File: config.mk
export PLATFORM = sky130hd
export DESIGN_NAME = quantized_requantizer
export DESIGN_NICKNAME = d
export VERILOG_FILES = /design/src/hw/rtl/qreq_pkg.sv /design/src/hw/rtl/quantized_requantizer.sv /design/src/hw/rtl/qreq_csr.sv /design/src/hw/rtl/qreq_datapath.sv
export SDC_FILE = /design/constraint.sdc
export NUM_CORES = 2
export LEC_CHECK = 0
export BUFFER_PORTS_ARGS = -buffer_cell sky130_fd_sc_hd__buf_4
export CAP_MARGIN = 15
export CORE_ASPECT_RATIO = 1.75
export CORE_MARGIN = 3
export CORE_UTILIZATION = 60
export CTS_CLUSTER_SIZE = 20
export DETAILED_ROUTE_END_ITERATION = 7
export GPL_TIMING_DRIVEN = 0
export HOLD_SLACK_MARGIN = 0.08
export PLACE_DENSITY = 0.86
export SLEW_MARGIN = 15
export SYNTH_ARGS = -nofsm -noshare
export SYNTH_HDL_FRONTEND = slang
export SYNTH_HIERARCHICAL = 1
export SYNTH_SLANG_ARGS = --single-unit
export TNS_END_PERCENT = 1
File: constraint.sdc
create_clock -name clock -period 15.1 [get_ports clock]
set_clock_uncertainty 0.15 [all_clocks]
set_input_delay 0 -clock clock [delete_from_list [all_inputs] [get_ports clock]]
set_output_delay 0 -clock clock [all_outputs]
set_load 0.02 [all_outputs]
File: src/hw/rtl/qreq_pkg.sv
// Shared types, register map and range constants for the quantized requantizer.
package qreq_pkg;

   // Field widths.
   localparam int SAMPLE_W = 32;
   localparam int MULT_W   = 31;
   localparam int SHIFT_W  = 6;
   localparam int ZP_W     = 8;
   localparam int FMT_W    = 2;
   localparam int MAG_W    = 32;
   localparam int PROD_W   = MAG_W + MULT_W;
   localparam int WIDE_W   = 64;

   // Configuration port geometry: six 32-bit registers at byte addresses 4*i.
   localparam int ADDR_W   = 5;
   localparam int REGIDX_W = 3;
   localparam int DATA_W   = 32;

   // Register indexes.
   localparam logic [REGIDX_W-1:0] REG_SOURCE_FORMAT     = 3'd0;
   localparam logic [REGIDX_W-1:0] REG_DEST_FORMAT       = 3'd1;
   localparam logic [REGIDX_W-1:0] REG_SCALE_MULTIPLIER  = 3'd2;
   localparam logic [REGIDX_W-1:0] REG_SCALE_SHIFT       = 3'd3;
   localparam logic [REGIDX_W-1:0] REG_SOURCE_ZERO_POINT = 3'd4;
   localparam logic [REGIDX_W-1:0] REG_DEST_ZERO_POINT   = 3'd5;

   // Source format codes; the reserved code is handled as signed 32-bit.
   localparam logic [FMT_W-1:0] SRC_S32 = 2'd0;
   localparam logic [FMT_W-1:0] SRC_S8  = 2'd1;
   localparam logic [FMT_W-1:0] SRC_U8  = 2'd2;

   // Destination format codes; the reserved code is handled as signed 32-bit.
   localparam logic [FMT_W-1:0] DST_S8  = 2'd0;
   localparam logic [FMT_W-1:0] DST_S32 = 2'd1;
   localparam logic [FMT_W-1:0] DST_U8  = 2'd2;

   // Reset values of the registers.
   localparam logic [FMT_W-1:0]   RST_SOURCE_FORMAT    = SRC_S32;
   localparam logic [FMT_W-1:0]   RST_DEST_FORMAT      = DST_S8;
   localparam logic [MULT_W-1:0]  RST_SCALE_MULTIPLIER = 31'd1073741824;
   localparam logic [SHIFT_W-1:0] RST_SCALE_SHIFT      = 6'd30;
   localparam logic [ZP_W-1:0]    RST_ZERO_POINT       = 8'd0;

   // Saturation bounds of the destination ranges.
   localparam logic signed [WIDE_W-1:0] S8_MIN  = -64'sd128;
   localparam logic signed [WIDE_W-1:0] S8_MAX  = 64'sd127;
   localparam logic signed [WIDE_W-1:0] U8_MIN  = 64'sd0;
   localparam logic signed [WIDE_W-1:0] U8_MAX  = 64'sd255;
   localparam logic signed [WIDE_W-1:0] S32_MIN = -64'sd2147483648;
   localparam logic signed [WIDE_W-1:0] S32_MAX = 64'sd2147483647;

   // Configuration as seen by the datapath.
   typedef struct packed {
      logic [FMT_W-1:0]   source_format;
      logic [FMT_W-1:0]   dest_format;
      logic [MULT_W-1:0]  scale_multiplier;
      logic [SHIFT_W-1:0] scale_shift;
      logic [ZP_W-1:0]    source_zero_point;
      logic [ZP_W-1:0]    dest_zero_point;
   } cfg_type;

endpackage

File: src/hw/rtl/quantized_requantizer.sv
// Requantizer top level: one sample in, one converted value out, every cycle while no stall holds the flow.
// The block converts one quantized sample per item from signed 32-bit, signed
// 8-bit or unsigned 8-bit asymmetric form into signed 8-bit, signed 32-bit or
// unsigned 8-bit asymmetric form, scaling by scale_multiplier times two to the
// minus scale_shift with rounding half away from zero and saturating to the
// destination range; rsp_clipped marks a saturated item. A new item is taken
// every clock cycle while req_stall is low; each item passes decode, a
// 32 by 31 bit multiply, the rounding shift, and the saturating output
// register. Empty stages keep closing up while rsp_stall is high, so req_stall
// rises only when all four stages hold an item and the output is stalled.
// Registers sit at byte addresses 4*i and should be written only while no
// item is in flight.
module quantized_requantizer (
   input  logic                                 clock,
   input  logic                                 reset,
   input  logic                                 req_valid,
   output logic                                 req_stall,
   input  logic signed [qreq_pkg::SAMPLE_W-1:0] req_sample,
   output logic                                 rsp_valid,
   input  logic                                 rsp_stall,
   output logic signed [qreq_pkg::SAMPLE_W-1:0] rsp_converted,
   output logic                                 rsp_clipped,
   input  logic                                 csr_psel,
   input  logic                                 csr_penable,
   input  logic                                 csr_pwrite,
   input  logic [qreq_pkg::ADDR_W-1:0]          csr_paddr,
   input  logic [qreq_pkg::DATA_W-1:0]          csr_pwdata,
   output logic [qreq_pkg::DATA_W-1:0]          csr_prdata,
   output logic                                 csr_pready
);

   qreq_pkg::cfg_type cfg;

   // Configuration registers.
   qreq_csr u_csr (
      .clock       (clock),
      .reset       (reset),
      .csr_psel    (csr_psel),
      .csr_penable (csr_penable),
      .csr_pwrite  (csr_pwrite),
      .csr_paddr   (csr_paddr),
      .csr_pwdata  (csr_pwdata),
      .csr_prdata  (csr_prdata),
      .csr_pready  (csr_pready),
      .cfg         (cfg)
   );

   // Conversion pipeline.
   qreq_datapath u_datapath (
      .clock         (clock),
      .reset         (reset),
      .cfg           (cfg),
      .req_valid     (req_valid),
      .req_stall     (req_stall),
      .req_sample    (req_sample),
      .rsp_valid     (rsp_valid),
      .rsp_stall     (rsp_stall),
      .rsp_converted (rsp_converted),
      .rsp_clipped   (rsp_clipped)
   );

endmodule

File: src/hw/rtl/qreq_csr.sv
// Configuration register file with an APB-style access port.
module qreq_csr (
   input  logic                          clock,
   input  logic                          reset,
   input  logic                          csr_psel,
   input  logic                          csr_penable,
   input  logic                          csr_pwrite,
   input  logic [qreq_pkg::ADDR_W-1:0]   csr_paddr,
   input  logic [qreq_pkg::DATA_W-1:0]   csr_pwdata,
   output logic [qreq_pkg::DATA_W-1:0]   csr_prdata,
   output logic                          csr_pready,
   output qreq_pkg::cfg_type             cfg
);

   qreq_pkg::cfg_type                  cfg_ff;
   qreq_pkg::cfg_type                  cfg_in;
   logic                               wr_en;
   logic [qreq_pkg::REGIDX_W-1:0]      reg_idx;

   assign csr_pready = 1'b1;
   assign wr_en      = csr_psel && csr_penable && csr_pwrite && csr_pready;
   assign reg_idx    = csr_paddr[qreq_pkg::ADDR_W-1:2];

   // Next register values: only the addressed register takes the write data.
   always_comb begin
      cfg_in = cfg_ff;
      if (wr_en) begin
         case (reg_idx)
            qreq_pkg::REG_SOURCE_FORMAT:
               cfg_in.source_format = csr_pwdata[qreq_pkg::FMT_W-1:0];
            qreq_pkg::REG_DEST_FORMAT:
               cfg_in.dest_format = csr_pwdata[qreq_pkg::FMT_W-1:0];
            qreq_pkg::REG_SCALE_MULTIPLIER:
               cfg_in.scale_multiplier = csr_pwdata[qreq_pkg::MULT_W-1:0];
            qreq_pkg::REG_SCALE_SHIFT:
               cfg_in.scale_shift = csr_pwdata[qreq_pkg::SHIFT_W-1:0];
            qreq_pkg::REG_SOURCE_ZERO_POINT:
               cfg_in.source_zero_point = csr_pwdata[qreq_pkg::ZP_W-1:0];
            qreq_pkg::REG_DEST_ZERO_POINT:
               cfg_in.dest_zero_point = csr_pwdata[qreq_pkg::ZP_W-1:0];
            default: ;
         endcase
      end
   end

   // Register storage with reset values.
   always_ff @(posedge clock) begin
      if (reset) begin
         cfg_ff.source_format     <= qreq_pkg::RST_SOURCE_FORMAT;
         cfg_ff.dest_format       <= qreq_pkg::RST_DEST_FORMAT;
         cfg_ff.scale_multiplier  <= qreq_pkg::RST_SCALE_MULTIPLIER;
         cfg_ff.scale_shift       <= qreq_pkg::RST_SCALE_SHIFT;
         cfg_ff.source_zero_point <= qreq_pkg::RST_ZERO_POINT;
         cfg_ff.dest_zero_point   <= qreq_pkg::RST_ZERO_POINT;
      end else begin
         cfg_ff <= cfg_in;
      end
   end

   // Read data, zero extended to the bus width.
   always_comb begin
      case (reg_idx)
         qreq_pkg::REG_SOURCE_FORMAT:
            csr_prdata = qreq_pkg::DATA_W'(cfg_ff.source_format);
         qreq_pkg::REG_DEST_FORMAT:
            csr_prdata = qreq_pkg::DATA_W'(cfg_ff.dest_format);
         qreq_pkg::REG_SCALE_MULTIPLIER:
            csr_prdata = qreq_pkg::DATA_W'(cfg_ff.scale_multiplier);
         qreq_pkg::REG_SCALE_SHIFT:
            csr_prdata = qreq_pkg::DATA_W'(cfg_ff.scale_shift);
         qreq_pkg::REG_SOURCE_ZERO_POINT:
            csr_prdata = qreq_pkg::DATA_W'(cfg_ff.source_zero_point);
         qreq_pkg::REG_DEST_ZERO_POINT:
            csr_prdata = qreq_pkg::DATA_W'(cfg_ff.dest_zero_point);
         default:
            csr_prdata = '0;
      endcase
   end

   assign cfg = cfg_ff;

endmodule

File: src/hw/rtl/qreq_datapath.sv
// Four-stage requantization pipeline: decode, multiply, round, saturate.
module qreq_datapath (
   input  logic                                 clock,
   input  logic                                 reset,
   input  qreq_pkg::cfg_type                    cfg,
   input  logic                                 req_valid,
   output logic                                 req_stall,
   input  logic signed [qreq_pkg::SAMPLE_W-1:0] req_sample,
   output logic                                 rsp_valid,
   input  logic                                 rsp_stall,
   output logic signed [qreq_pkg::SAMPLE_W-1:0] rsp_converted,
   output logic                                 rsp_clipped
);

   // Stage valid bits and load enables.
   logic v1_ff, v2_ff, v3_ff, v4_ff;
   logic en1, en2, en3, en4;

   // Stage payloads.
   logic [qreq_pkg::MAG_W-1:0]           mag_ff,  mag_in;
   logic                                 neg1_ff, neg1_in;
   logic [qreq_pkg::PROD_W-1:0]          prod_ff, prod_in;
   logic                                 neg2_ff;
   logic [qreq_pkg::PROD_W-1:0]          rnd_ff,  rnd_in;
   logic                                 neg3_ff;
   logic signed [qreq_pkg::SAMPLE_W-1:0] conv_ff, conv_in;
   logic                                 clip_ff, clip_in;

   // Decode stage signals.
   logic signed [qreq_pkg::MAG_W:0]      src_val;
   logic [qreq_pkg::MAG_W:0]             src_neg_val;
   logic [7:0]                           sample_byte;

   // Round stage signals.
   logic [qreq_pkg::WIDE_W-1:0]          bias;
   logic [qreq_pkg::WIDE_W-1:0]          biased;
   logic [qreq_pkg::WIDE_W-1:0]          shifted;

   // Saturate stage signals.
   logic signed [qreq_pkg::WIDE_W-1:0]   mag_s;
   logic signed [qreq_pkg::WIDE_W-1:0]   signed_val;
   logic signed [qreq_pkg::WIDE_W-1:0]   offset_val;
   logic signed [qreq_pkg::WIDE_W-1:0]   lo_bound;
   logic signed [qreq_pkg::WIDE_W-1:0]   hi_bound;

   // A stage loads when it is empty or its item moves on in the same cycle.
   assign en4       = !v4_ff || !rsp_stall;
   assign en3       = !v3_ff || en4;
   assign en2       = !v2_ff || en3;
   assign en1       = !v1_ff || en2;
   assign req_stall = !en1;

   // Decode: sign or zero extend the sample, remove the source zero point for
   // unsigned 8-bit sources, and split into sign and magnitude.
   assign sample_byte = req_sample[7:0];
   always_comb begin
      case (cfg.source_format)
         qreq_pkg::SRC_S8:
            src_val = (qreq_pkg::MAG_W+1)'($signed(sample_byte));
         qreq_pkg::SRC_U8:
            src_val = $signed({{(qreq_pkg::MAG_W+1-8){1'b0}}, sample_byte})
                    - $signed({{(qreq_pkg::MAG_W+1-qreq_pkg::ZP_W){1'b0}},
                               cfg.source_zero_point});
         default:
            src_val = (qreq_pkg::MAG_W+1)'(req_sample);
      endcase
      src_neg_val = -src_val;
      neg1_in     = src_val[qreq_pkg::MAG_W];
      mag_in      = neg1_in ? src_neg_val[qreq_pkg::MAG_W-1:0]
                            : src_val[qreq_pkg::MAG_W-1:0];
   end

   // Multiply the magnitude by the scale numerator.
   assign prod_in = qreq_pkg::PROD_W'(mag_ff) * qreq_pkg::PROD_W'(cfg.scale_multiplier);

   // Round half away from zero on the magnitude, then shift right.
   always_comb begin
      if (cfg.scale_shift == '0) begin
         bias = '0;
      end else begin
         bias = qreq_pkg::WIDE_W'(1) << (cfg.scale_shift - qreq_pkg::SHIFT_W'(1));
      end
      biased  = qreq_pkg::WIDE_W'(prod_ff) + bias;
      shifted = biased >> cfg.scale_shift;
      rnd_in  = shifted[qreq_pkg::PROD_W-1:0];
   end

   // Restore the sign, add the U8 destination zero point, and saturate.
   always_comb begin
      mag_s      = $signed(qreq_pkg::WIDE_W'(rnd_ff));
      signed_val = neg3_ff ? -mag_s : mag_s;
      case (cfg.dest_format)
         qreq_pkg::DST_S8: begin
            offset_val = signed_val;
            lo_bound   = qreq_pkg::S8_MIN;
            hi_bound   = qreq_pkg::S8_MAX;
         end
         qreq_pkg::DST_U8: begin
            offset_val = signed_val
                       + $signed(qreq_pkg::WIDE_W'(cfg.dest_zero_point));
            lo_bound   = qreq_pkg::U8_MIN;
            hi_bound   = qreq_pkg::U8_MAX;
         end
         default: begin
            offset_val = signed_val;
            lo_bound   = qreq_pkg::S32_MIN;
            hi_bound   = qreq_pkg::S32_MAX;
         end
      endcase
      if (offset_val < lo_bound) begin
         conv_in = lo_bound[qreq_pkg::SAMPLE_W-1:0];
         clip_in = 1'b1;
      end else if (offset_val > hi_bound) begin
         conv_in = hi_bound[qreq_pkg::SAMPLE_W-1:0];
         clip_in = 1'b1;
      end else begin
         conv_in = offset_val[qreq_pkg::SAMPLE_W-1:0];
         clip_in = 1'b0;
      end
   end

   // Stage valid bits.
   always_ff @(posedge clock) begin
      if (reset) begin
         v1_ff <= 1'b0;
         v2_ff <= 1'b0;
         v3_ff <= 1'b0;
         v4_ff <= 1'b0;
      end else begin
         if (en1) v1_ff <= req_valid;
         if (en2) v2_ff <= v1_ff;
         if (en3) v3_ff <= v2_ff;
         if (en4) v4_ff <= v3_ff;
      end
   end

   // Stage payload registers.
   always_ff @(posedge clock) begin
      if (en1) begin
         mag_ff  <= mag_in;
         neg1_ff <= neg1_in;
      end
      if (en2) begin
         prod_ff <= prod_in;
         neg2_ff <= neg1_ff;
      end
      if (en3) begin
         rnd_ff  <= rnd_in;
         neg3_ff <= neg2_ff;
      end
      if (en4) begin
         conv_ff <= conv_in;
         clip_ff <= clip_in;
      end
   end

   assign rsp_valid     = v4_ff;
   assign rsp_converted = conv_ff;
   assign rsp_clipped   = clip_ff;

endmodule
==> metrics, run 1 <==
GPL Wtd Cong=1.20; largest net degree at the start of global routing=65; CTS Sinks=255; setup bufs post-CTS=0; Root Buffer=clkbuf_16; Vert. Die Dim=417 um; Synth warnings=6; Async S/R FF share, synth=0%; # IOs=144; Yosys cell types=95; outcome=did not finish; cts bufs inserted=27; top_reg_cell synth=edfxtp_1; Mapped Avg Cell Area=8.76 sq um; register area share after synthesis=12.2%; detailed placer's ending HPWL=between 200 and 250 mm; Initial Utilization=around 60%; Bufs on Longest Clock Path=3; die width=~240 um; Log Error=[ERROR GRT-0116] Global routing finished with congestion. Check the congestion regions in the DRC Viewer.; first-pass GRT wire length=517 mm; GRT Util Overall=70.6%; post-synthesis register bit count=255; number of synthesized flops with an enable pin=between 150 and 200; GRT overflow=583; H-tree depth=1; Synth Instances=approximately 6.6k; syn_nets=~8k; port bufs=138; vias in the first global route=67.2k; Halt Stage=global routing (5_1_grt); Rows=150; mapped cell area=roughly 0.058 sq mm
-- per-stage QoR --
stage	worst slack, ps	util (%)	cell area (sq um)	hold WS, ps	cells
CTS	2510	65.9	63000	200	8161
detailed placement	2520	63.4	60500	111	7961
global placement	2770	63.2	60400	83.4	7954
floorplan	6930	-	57800	-80.9	6600
-- cell families after synthesis --
logic type	count (synthesis)	synth area share (%)
AO/OA/AOI/OAI	1013	11.9
XOR/XNOR	276	4.18
adder cells (fa/ha/maj)	1289	39.2
buffers and inverters	1371	9.07
flip-flops	255	12.2
multiplexers	195	3.77
other	2	0.0130
AND/OR/NAND/NOR	2199	19.7
-- what timing repair did --
item | in CTS
hold endpoints to repair | 106
hold buffers | 150
resized for setup | 0
-- layer usage --
metal / global-route usage [%] / GRT overflow
met5: 13.2 / 4
met4: 77.3 / 268
met3: 51.1 / 21
met2: 92.0 / 287
met1: 66.5 / 3
-- cell usage after synthesis (all sizes together) (84+ instances only) --
| cell | number | area share [%] |
|---|---|---|
| a21o | 137 | 1.8 |
| a21oi | 245 | 2.1 |
| and2 | 591 | 6.4 |
| clkbuf | 353 | 2.3 |
| edfxtp | 194 | 10 |
| fa | 869 | 30 |
| ha | 420 | 9.1 |
| inv | 969 | 6.3 |
| mux2i | 148 | 2.6 |
| nand2 | 706 | 4.6 |
| nand2b | 123 | 1.3 |
| nand3 | 84 | 0.73 |
| nor2 | 219 | 1.4 |
| nor3 | 150 | 1.3 |
| o21ai | 153 | 1.3 |
| xnor2 | 195 | 3.0 |
==> inputs of run 2 (changes only) <==
- CORE_ASPECT_RATIO: 1.75 -> default
- CORE_UTILIZATION: 60 -> 40
- CTS_CLUSTER_SIZE: 20 -> default
- HOLD_SLACK_MARGIN: 0.08 -> default
- PLACE_DENSITY: 0.86 -> default
- PLACE_DENSITY_LB_ADDON: default -> 0.15
==> run 2 against run 1 <==
Effect of this change: the flow now finishes without violations; synthesized area stayed put; synthesized cell count unchanged.
==> metrics, run 2 <==
CP delay by family, top=buffers and inverters; cts bufs inserted=34; vias in the first global route=50.5k; Rows=138; worst vdd ir=71.7 uV; # nets final=a little over 8k; multi-input logic area=0.0456 sq mm; Yosys top cell by area=fa_1; Async S/R FF share, synth=0%; post-layout util=between 40% and 50%; number of synthesized flops with an enable pin=194; register cell area after layout=0.00705 sq mm; count leader, synth=inv_1; # IOs=144; period utilization=around three quarters; CP max stage cell=mux2i_1; clock transition at the registers of the reported paths=60 ps; Post-CTS Resized=0; routed vias=between 50k and 60k; final instance area=about 0.064 sq mm; # Max-Cap Violations=0; Worst setup EP type=flip-flop; initial antenna violation count=24; drt total wl=237 mm; register area share after synthesis=12.2%; Slew @ Worst Pin=1330 ps; required time worst endpoint=15260 ps; Initial Utilization=40.5%; CTS Sinks=255; top_reg_cell synth=edfxtp_1; GPL Wtd Cong=1.03; area grow syn2layout=10.3%; Bufs on Longest Clock Path=3; Critical Path Fanout Max=10; worst min-delay path category=input port to flip-flop; most common cell after layout, fill and taps aside=inv_1; Leak=29.3 nW; Yosys top cell area share=30.1%; Cell Count, Final, Fillers Out=~8.8k; placed cell area=0.0614 sq mm; PwrDens=53.5 mW/mm^2; top cells by area, synth=fa_1, edfxtp_1, ha_1; CTS tree=done; Root Buffer=clkbuf_16; Slew HR=11.3%; die area=0.149 sq mm; final hold viol count=0; post-DR vias/cell=5.75; Hold Slack=~47 ps; setup bufs post-CTS=0; port bufs=approximately 140; setup_tns=0 ps; hold_buf cts=between 100 and 150; WP data arrival=11730 ps; GRT Util Overall=31.5%; core area=between 0.1 and 0.15 sq mm; detailed placer's ending HPWL=198 mm; syn_nets=around 8.0k; Peak Freq=86.4 MHz; worst-skew pair later-pin latency=610 ps; DRT Pass-1 Iters=8; Synth warnings=6; fill cell count=between 10k and 15k; RSZ-0062 raised after global routing=no; setup slack, reg-to-reg=approximately 3500 ps; H-tree depth=2; final max-slew violation count=0; Post-Place Cells=approximately 8.6k; final setup margin=3530 ps; Final ANT Viol Nets=0; Total Power=3.41 mW; critical path class=flip-flop to flip-flop; final setup fails=0; GRT overflow=0; residual DRC count=0; Critical path buffers and inverters=8; Synth Instances=6600; die width=386 um; first-pass GRT wire length=342 mm; Post-Place Setup Slack=about 3500 ps; largest net degree at the start of global routing=65; share of layout cells above drive strength 1=~5.1%; CP max stage delay=roughly 920 ps; Period minus WS final=11570 ps; Mapped Avg Cell Area=8.76 sq um; mapped cell area=0.0578 sq mm; Vert. Die Dim=386 um; outcome=complete, no violations; most frequent cells in the layout=inv_1, fa_1, nand2_1, and2_1, ha_1; Yosys cell types=95; post-synthesis register bit count=255; commonest cells in the netlist=inv_1, fa_1, nand2_1; crit start category=flip-flop; Iteration-0 DRC Markers=around 4.5k; Avg WL per Cell=26.9 um
[run 2: final timing paths]
| check | startpoint | endpoint | cells after the start |
|---|---|---|---|
| setup / recovery | u_datapath/neg3_ff$_DFFE_PP_ | u_datapath/rsp_converted[25]$_DFFE_PP_ | 30 |
| hold / removal | rsp_stall | u_datapath/rsp_valid$_SDFFE_PP0P_ | 4 |
| setup reg to reg | u_datapath/neg3_ff$_DFFE_PP_ | u_datapath/rsp_converted[25]$_DFFE_PP_ | 30 |
| hold reg to reg | u_datapath/neg2_ff$_DFFE_PP_ | u_datapath/neg3_ff$_DFFE_PP_ | 0 |
[run 2: layout make-up]
cell class | instances | share of cell area, %
Clock buffer | 40 | 1.42
Buffer | 400 | 2.51
Tap cell | 1890 | 3.71
Timing Repair Buffer | 260 | 3.63
Clock inverter | 22 | 0.412
Inverter | 971 | 5.72
Sequential cell | 255 | 11.1
Antenna cell | 21 | 0.0824
Multi-Input combinational cell | 4974 | 71.5
[run 2: where the power goes]
group / switching [mW] / internal [mW] / leakage, nW / total, mW
Combinational: 1.08 / 0.540 / 26.1 / 1.62
Sequential: 0.0911 / 0.858 / 2.65 / 0.949
Clock: 0.357 / 0.489 / 0.550 / 0.846
Total: 1.52 / 1.89 / 29.3 / 3.41
[run 2: cell families after synthesis]
family                     share of synthesized area, %
and+or+nand+nor                                    19.7
buffers and inverters                              9.07
adders and majority gates                          39.2
AOI/OAI and AO/OA                                  11.9
xor gates and xnor gates                           4.18
DFF                                                12.2
muxes                                              3.77
other                                            0.0130
[run 2: routing by layer]
metal	track usage (%)	routed length, um	up-vias
met5	0	0	-
li1	-	-	22300
met3	4.66	17500	610
met2	51.6	110000	2326
met4	19.7	18400	0
met1	39.1	91500	25500
[run 2: worst register-to-register path, delay by kind of cell, from the launching register on]
family | cells | cell delay (ps)
buffers and inverters | 8 | 3580
adders and majority gates | 2 | 760
AOI/OAI and AO/OA | 8 | 1990
DFF | 1 | 340
and+or+nand+nor | 9 | 2490
xor gates and xnor gates | 2 | 1060
muxes | 1 | 920
Note: power is estimated with default switching activity, not from simulation.
